[config.mk]
export PLATFORM = sky130hd
export DESIGN_NAME = plf_div
export DESIGN_NICKNAME = d
export VERILOG_FILES = /design/src/hw/rtl/plf_pkg.sv /design/src/hw/rtl/plf_div.sv
export SDC_FILE = /design/constraint.sdc
export NUM_CORES = 1
export LEC_CHECK = 0
export BUFFER_PORTS_ARGS = -buffer_cell sky130_fd_sc_hd__buf_2
export CAP_MARGIN = 30
export CORE_MARGIN = 1
export CORE_UTILIZATION = 30
export DETAILED_ROUTE_END_ITERATION = 10
export GPL_TIMING_DRIVEN = 0
export HOLD_SLACK_MARGIN = 0.02
export PLACE_DENSITY_LB_ADDON = 0.12
export SETUP_SLACK_MARGIN = 0.3
export SYNTH_ARGS = -nofsm -noshare
export SYNTH_HDL_FRONTEND = slang
export SYNTH_SLANG_ARGS = --single-unit
[constraint.sdc]
create_clock -name clk_i -period 2.7 [get_ports clk_i]
set_input_delay 0.135 -clock clk_i [delete_from_list [all_inputs] [get_ports clk_i]]
set_output_delay 0.135 -clock clk_i [all_outputs]
set_load 0.005 [all_outputs]
[src/hw/rtl/plf_pkg.sv]
// Package for the piecewise line fit scorer: payload types, divider request
// and response types, register codes and fixed point constants.
// No dependencies.
`timescale 1ns / 1ps
`default_nettype none

package plf_pkg;

  // Field widths
  localparam int unsigned XW     = 20;  // x_pos, knots: signed Q12.8
  localparam int unsigned YW     = 12;  // y_obs: unsigned Q4.8
  localparam int unsigned SLW    = 17;  // slopes: signed Q0.16
  localparam int unsigned TOLW   = 16;  // tolerance_squared: unsigned Q8.8
  localparam int unsigned SCW    = 26;  // total_score: unsigned Q10.16
  localparam int unsigned CNTW   = 11;  // points_seen
  localparam int unsigned CFG_IW = 3;
  localparam int unsigned CFG_DW = 20;

  // Shared divider widths
  localparam int unsigned DIV_RW = 20;  // remainder and divisor
  localparam int unsigned DIV_QW = 26;  // dividend low part and quotient
  localparam int unsigned DIV_CW = 5;   // step count

  // Datapath widths
  localparam int unsigned MULW   = 29;  // multiplier operand
  localparam int unsigned PRODW  = 2 * MULW;
  localparam int unsigned MODW   = 40;  // model value, signed Q.24
  localparam int unsigned RESW   = MODW + 1;

  // Constants
  localparam logic signed [MODW-1:0] FOUR_Q24  = MODW'(64'd4 << 24);
  localparam logic signed [MODW-1:0] SEVEN_Q24 = MODW'(64'd7 << 24);
  localparam logic [SCW-1:0]         ONE_Q16   = SCW'(32'd65536);
  localparam logic [SCW-1:0]         SCORE_MAX = {SCW{1'b1}};
  localparam logic [DIV_CW-1:0]      INTERP_STEPS = DIV_CW'(26);
  localparam logic [DIV_CW-1:0]      SCORE_STEPS  = DIV_CW'(16);

  // Register reset values
  localparam logic [SLW-1:0]  SLOPE_RST = SLW'(-32'sd3277);
  localparam logic [XW-1:0]   KNOT_RST  = '0;
  localparam logic [TOLW-1:0] TOL_RST   = TOLW'(256);

  // Register indexes
  typedef enum logic [CFG_IW-1:0] {
    CFG_UPPER_SLOPE = 3'd0,
    CFG_UPPER_KNOT  = 3'd1,
    CFG_LOWER_KNOT  = 3'd2,
    CFG_LOWER_SLOPE = 3'd3,
    CFG_TOL_SQ      = 3'd4
  } cfg_idx_e;

  // Channel payloads
  typedef struct packed {
    logic signed [XW-1:0] x_pos;
    logic [YW-1:0]        y_obs;
    logic                 final_point;
  } point_t;

  typedef struct packed {
    logic [SCW-1:0]  total_score;
    logic [CNTW-1:0] points_seen;
  } score_t;

  // Divider request and response
  typedef struct packed {
    logic              start;
    logic [DIV_RW-1:0] rem;    // initial partial remainder, below den
    logic [DIV_RW-1:0] den;
    logic [DIV_QW-1:0] dvd;    // dividend bits shifted in, MSB first
    logic [DIV_CW-1:0] steps;
  } div_req_t;

  typedef struct packed {
    logic              done;
    logic [DIV_QW-1:0] quo;
  } div_rsp_t;

endpackage

`default_nettype wire

[src/hw/rtl/plf_div.sv]
// Shared restoring divider, one quotient bit per cycle.
// Depends on plf_pkg for request/response types and widths.
`timescale 1ns / 1ps
`default_nettype none

module plf_div
  import plf_pkg::*;
(
  input  wire logic     clk_i,
  input  wire logic     rst_ni,
  input  wire div_req_t req_i,
  output div_rsp_t      rsp_o
);

  logic [DIV_RW-1:0] rem_q, rem_d;
  logic [DIV_RW-1:0] den_q, den_d;
  logic [DIV_QW-1:0] quo_q, quo_d;
  logic [DIV_CW-1:0] cnt_q, cnt_d;
  logic              busy_q, busy_d;
  logic              done_q, done_d;

  logic [DIV_RW:0]   trial;
  logic [DIV_RW:0]   diff;
  logic              ge;

  // One shift-subtract step
  always_comb begin
    trial = {rem_q, quo_q[DIV_QW-1]};
    diff  = trial - {1'b0, den_q};
    ge    = (trial >= {1'b0, den_q});
  end

  always_comb begin
    rem_d  = rem_q;
    den_d  = den_q;
    quo_d  = quo_q;
    cnt_d  = cnt_q;
    busy_d = busy_q;
    done_d = 1'b0;
    if (req_i.start) begin
      rem_d  = req_i.rem;
      den_d  = req_i.den;
      quo_d  = req_i.dvd;
      cnt_d  = req_i.steps;
      busy_d = 1'b1;
    end else if (busy_q) begin
      rem_d = ge ? diff[DIV_RW-1:0] : trial[DIV_RW-1:0];
      quo_d = {quo_q[DIV_QW-2:0], ge};
      cnt_d = cnt_q - 1'b1;
      if (cnt_q == DIV_CW'(1)) begin
        busy_d = 1'b0;
        done_d = 1'b1;
      end
    end
  end

  // Control state
  always_ff @(posedge clk_i or negedge rst_ni) begin
    if (!rst_ni) begin
      busy_q <= 1'b0;
      done_q <= 1'b0;
      cnt_q  <= '0;
    end else begin
      busy_q <= busy_d;
      done_q <= done_d;
      cnt_q  <= cnt_d;
    end
  end

  // Datapath
  always_ff @(posedge clk_i) begin
    rem_q <= rem_d;
    den_q <= den_d;
    quo_q <= quo_d;
  end

  assign rsp_o.done = done_q;
  assign rsp_o.quo  = quo_q;

endmodule

`default_nettype wire
==> tab_implementation.tex <==
\begin{tabular}{lr}
\hline
Metric & Value \\
\hline
\multicolumn{2}{l}{\textbf{Timing}} \\
Crit path setup slack, layout & -0.0345 ns \\
Setup clock skew after layout & $\sim$0.0084 ns \\
Post-layout minimum cycle time & between 2 and 3 ns \\
Achievable Freq & about 0.37 GHz \\
Setup violators final & 3 \\
Ratio of final minimum period to clock period & 101\% \\
Slew Limit Fails & 0 \\
Slew at the pin closest to its max-slew limit & 0.725 ns \\
Setup\_tns & -0.0592 ns \\
Relative max-transition margin & between 50\% and 60\% \\
Hold violation total from the final report & 0 \\
Setup repair after global routing missed its margin & yes \\
\multicolumn{2}{l}{\textbf{Yosys}} \\
EDFF count, synth & 66 \\
Part of the Yosys area used for sequential elements & 51.0\% \\
Yosys warnings & 0 \\
Netlist cell types & 53 \\
Cell type with the highest aggregate area in the netlist & sky130\_fd\_sc\_hd\_\_edfxtp\_1 \\
Synthesized netlist cell count & 360 \\
Flip-flop cell with the highest count after synthesis & sky130\_fd\_sc\_hd\_\_edfxtp\_1 \\
Syn Nets & roughly 460 \\
Yosys top cell area share & between 40\% and 50\% \\
Top cells by area, synth & sky130\_fd\_sc\_hd\_\_edfxtp\_1, sky130\_fd\_sc\_hd\_\_mux2\_2, sky130\_fd\_sc\_hd\_\_ha\_1 \\
Cell area after synthesis & 4230 um2 \\
Flip-flop and latch count after synthesis & 73 \\
Mean instance size in the synthesized netlist & approximately 12 um2 \\
Synth async-reset ratio & roughly a tenth \\
\multicolumn{2}{l}{\textbf{Critical path}} \\
Critical Path Fanout Max & 5 \\
Worst-case reg-to-reg path depth & 12 \\
Critical Path RT & about 2.8 ns \\
Delay of the slowest cell on the worst path & 0.39 ns \\
Cell family with the largest share of critical-path delay & compound AO/OA/AOI/OAI gates \\
Cell with the biggest individual delay on the critical path & sky130\_fd\_sc\_hd\_\_edfxtp\_1 \\
Minimum setup slack among reg-to-reg paths & -0.03 ns \\
Startpoint type of the worst setup path & flip-flop \\
Worst flop-to-flop path endpoint & rem\_q[16]\$\_DFFE\_PP\_ \\
List of cells traversed by the critical path & inv\_2, ha\_4, inv\_2, fa\_2, a21o\_1, a221oi\_4, buf\_4, a21oi\_2, a21oi\_2, xor2\_1, nor3\_1, a221o\_1 \\
Endpoint class of the critical path & flip-flop \\
Arrival time of data at the critical path endpoint & 2.83 ns \\
Classification of the worst setup path & reg2reg \\
Buffer and inverter count on the worst path & 3 \\
Worst reg2reg startpoint & quo\_q[25]\$\_DFFE\_PP\_ \\
\multicolumn{2}{l}{\textbf{Worst hold path}} \\
Hold Path End & rem\_q[5]\$\_DFFE\_PP\_ \\
Worst Min Path Start & req\_i[56] \\
Hold crit path type & in2reg \\
Number of instances on the worst hold path & 3 \\
\multicolumn{2}{l}{\textbf{Placement}} \\
HPWL Detailed & $\sim$7800 um \\
Number of cells in the design after placement & approximately 640 \\
Port bufs & 100 \\
Standard cell area after detailed placement & 4990 um2 \\
Gpl congestion & 0.858 \\
\multicolumn{2}{l}{\textbf{CTS}} \\
Worst-case clock buffer depth & 2 \\
H-tree lvl count & 3 \\
Clock Latency Late Sink & between 0.3 and 0.4 ns \\
Clock transition at the registers of the reported paths & around 0.06 ns \\
CTS tree & done \\
Number of buffers inserted during clock tree synthesis & 9 \\
Clock Sinks & 73 \\
Root buf cell & sky130\_fd\_sc\_hd\_\_clkbuf\_16 \\
\multicolumn{2}{l}{\textbf{Routing}} \\
DRC violations left & 0 \\
Final antenna-violating net count & 0 \\
DR iter-0 viols & $\sim$130 \\
First-pass detailed-route iteration total & 4 \\
Final WL & 11800 um \\
Total number of vias & between 3000 and 4000 \\
Detail-routed net length per standard cell & 16.5 um \\
Post-detailed-route via-to-cell ratio & 4.88 \\
\multicolumn{2}{l}{\textbf{Finish}} \\
Final antenna diode count & 0 \\
Area growth from synthesis to final layout & 47.2\% \\
Post-Layout Cell Count & a little over 700 \\
Most frequent cells in the layout & sky130\_fd\_sc\_hd\_\_buf\_2, sky130\_fd\_sc\_hd\_\_edfxtp\_1, sky130\_fd\_sc\_hd\_\_mux2\_2 \\
Net count reported at finish & between 600 and 700 \\
Final cell area excluding filler cells & between 6000 and 7000 um2 \\
Finished Core Util & 45.0\% \\
Most common cell after layout, fill and taps aside & sky130\_fd\_sc\_hd\_\_buf\_2 \\
Share of cells above drive strength 1 & between 40\% and 50\% \\
\multicolumn{2}{l}{\textbf{Power and ir drop}} \\
Net switching power figure & 0.00230 W \\
Part of the total power dissipated in sequential elements & roughly 28\% \\
PwrDens & 1000 nW/um2 \\
Fraction of power consumed by combinational cells & a little over half \\
Sw frac & 36.8\% \\
Clock Power Share & between 10\% and 20\% \\
Leak & roughly 2.6 nW \\
Worst-case vdd ir drop & 487 uV \\
Power Total & $\sim$0.0062 W \\
Internal power component & 0.00395 W \\
\multicolumn{2}{l}{\textbf{Global routing}} \\
Maximum number of pins on one net before global-route repair & 37 \\
Leftover overflow at the end of global routing & 0 \\
Global-route wire length before repair & approximately 19000 um \\
Vias in the first global route & around 3600 \\
GRT Resource Usage Total & 17.1\% \\
Number of antenna violations at the first check in global routing & 1 \\
\multicolumn{2}{l}{\textbf{Floorplan}} \\
Die height & about 120 um \\
Floorplan die area & $\sim$15000 um2 \\
Initial core utilization & a little over 30\% \\
Horizontal extent of the die & between 100 and 150 um \\
Core area & about 14000 um2 \\
Number of top-level design ports & 101 \\
Count of standard-cell rows & between 40 and 50 \\
\multicolumn{2}{l}{\textbf{Flow run}} \\
Number of maximum-capacitance violations & 0 \\
\multicolumn{2}{l}{\textbf{Outcome}} \\
Failing checks & negative setup slack \\
Outcome & complete, but fails checks \\
\hline
\end{tabular}
cell type report:
class                           instances  area [um2]
Inverter                               26        97.6
Multi-Input combinational cell        245        2280
Clock inverter                          5        56.3
Clock buffer                           10         229
Sequential cell                        73        2160
Fill cell                            1317        7600
Timing Repair Buffer                  158        1060
Buffer                                 16         120
Tap cell                              180         225
cells by family (layout without fill, tap and decap cells):
logic type,after synthesis,in the layout,synth area share (%)
buffers and inverters,42,215,4.17
DFF,73,73,51.0
AOI/OAI and AO/OA,80,80,13.5
muxes,33,33,8.64
and+or+nand+nor,88,88,11.4
adders and majority gates,23,23,6.98
xor gates and xnor gates,21,21,4.35
power by group through the flow:
stage | Combinational [W] | Sequential [W] | Clock (W)
final | 0.00332 | 0.00175 | 0.00118
after global routing | 0.00359 | 0.00178 | 0.00124
after CTS | 0.00299 | 0.00174 | 0.00122
after detailed placement | 0.00225 | 0.00172 | 0
after global placement | 0.00223 | 0.00172 | 0
after floorplan | 0.00167 | 0.00169 | 0
how the worst max path moves through the flow:
stage                              startpoint                  end  slack (ns)  depth (start not counted)
after floorplan           quo_q[25]$_DFFE_PP_  rem_q[12]$_DFFE_PP_        0.17                         11
after global placement              req_i[71]  quo_q[15]$_DFFE_PP_       -0.42                          4
after detailed placement  rem_q[11]$_DFFE_PP_   rem_q[9]$_DFFE_PP_       -0.27                          9
after CTS                 quo_q[25]$_DFFE_PP_  rem_q[14]$_DFFE_PP_      -0.009                         11
after global routing      quo_q[25]$_DFFE_PP_  rem_q[16]$_DFFE_PP_       -0.15                         12
final                     quo_q[25]$_DFFE_PP_  rem_q[16]$_DFFE_PP_       -0.03                         12
timing repair:
item | 4_1_cts | 5_1_grt
resized for setup | 69 | 20
hold buffers | 26 | 0
setup endpoints to repair | 21 | 57
pin swaps | 25 | 24
hold endpoints to repair | 32 | 0
buffers inserted | 24 | 4
cloned | 1 | 2
cell usage after synthesis (2+ instances only):
| master | number |
|---|---|
| sky130_fd_sc_hd__edfxtp_1 | 66 |
| sky130_fd_sc_hd__inv_1 | 26 |
| sky130_fd_sc_hd__o21ai_1 | 4 |
| sky130_fd_sc_hd__clkbuf_2 | 2 |
| sky130_fd_sc_hd__nand3b_1 | 7 |
| sky130_fd_sc_hd__nor3_1 | 12 |
| sky130_fd_sc_hd__a21oi_2 | 2 |
| sky130_fd_sc_hd__o21a_1 | 2 |
| sky130_fd_sc_hd__o211ai_1 | 4 |
| sky130_fd_sc_hd__a21oi_1 | 19 |
| sky130_fd_sc_hd__clkbuf_1 | 7 |
| sky130_fd_sc_hd__nand4b_1 | 2 |
| sky130_fd_sc_hd__xor2_1 | 14 |
| sky130_fd_sc_hd__dfrtp_1 | 7 |
| sky130_fd_sc_hd__mux2_2 | 28 |
| sky130_fd_sc_hd__o311ai_0 | 6 |
| sky130_fd_sc_hd__a21o_1 | 5 |
| sky130_fd_sc_hd__mux2i_1 | 5 |
| sky130_fd_sc_hd__nor3b_1 | 2 |
| sky130_fd_sc_hd__and2_1 | 3 |
| sky130_fd_sc_hd__a221o_1 | 5 |
| sky130_fd_sc_hd__buf_4 | 2 |
| sky130_fd_sc_hd__nand3_1 | 7 |
| sky130_fd_sc_hd__buf_1 | 3 |
| sky130_fd_sc_hd__o31ai_1 | 3 |
| sky130_fd_sc_hd__nand2_1 | 27 |
| sky130_fd_sc_hd__a22oi_1 | 3 |
| sky130_fd_sc_hd__nand2b_1 | 2 |
| sky130_fd_sc_hd__and4_1 | 2 |
| sky130_fd_sc_hd__a21boi_0 | 3 |
| sky130_fd_sc_hd__ha_1 | 22 |
| sky130_fd_sc_hd__or2_2 | 3 |
| sky130_fd_sc_hd__nor2_1 | 4 |
| sky130_fd_sc_hd__and3_1 | 3 |
| sky130_fd_sc_hd__o21ai_0 | 16 |
| sky130_fd_sc_hd__nor2b_1 | 9 |
| sky130_fd_sc_hd__xnor2_1 | 7 |
state kept, by name, summed over array words and instances, names as in the netlist:
register and flops:
quo_q 26, rem_q 20, busy_q 1, cnt_q 5
den_q 20, done_q 1
per-stage QoR:
step	hold slack, ns	setup WS, ns
floorplan	-0.161	0.166
global placement	-0.0232	-0.416
detailed placement	-0.0235	-0.271
CTS	0.0686	-0.00926
global route	0.0830	-0.150
finish	0.0818	-0.0345
worst min-delay path: stages:
cell and delay, ns:
sky130_fd_sc_hd__buf_2 0.08, sky130_fd_sc_hd__nand2_1 0.04, sky130_fd_sc_hd__o311ai_1 0.05
routing by layer:
metal  up-vias  part of all wire, %  global-route usage (%)  wire [um]
met3        15                  5.7                    4.95        674
met1      1677                   45                    21.5       5320
li1       1693                    -                       -          -
met4         0                  2.4                    7.64        280
met5         -                    0                       0          0
met2        96                   47                    27.2       5480
Power figures use the tool's default switching activity.
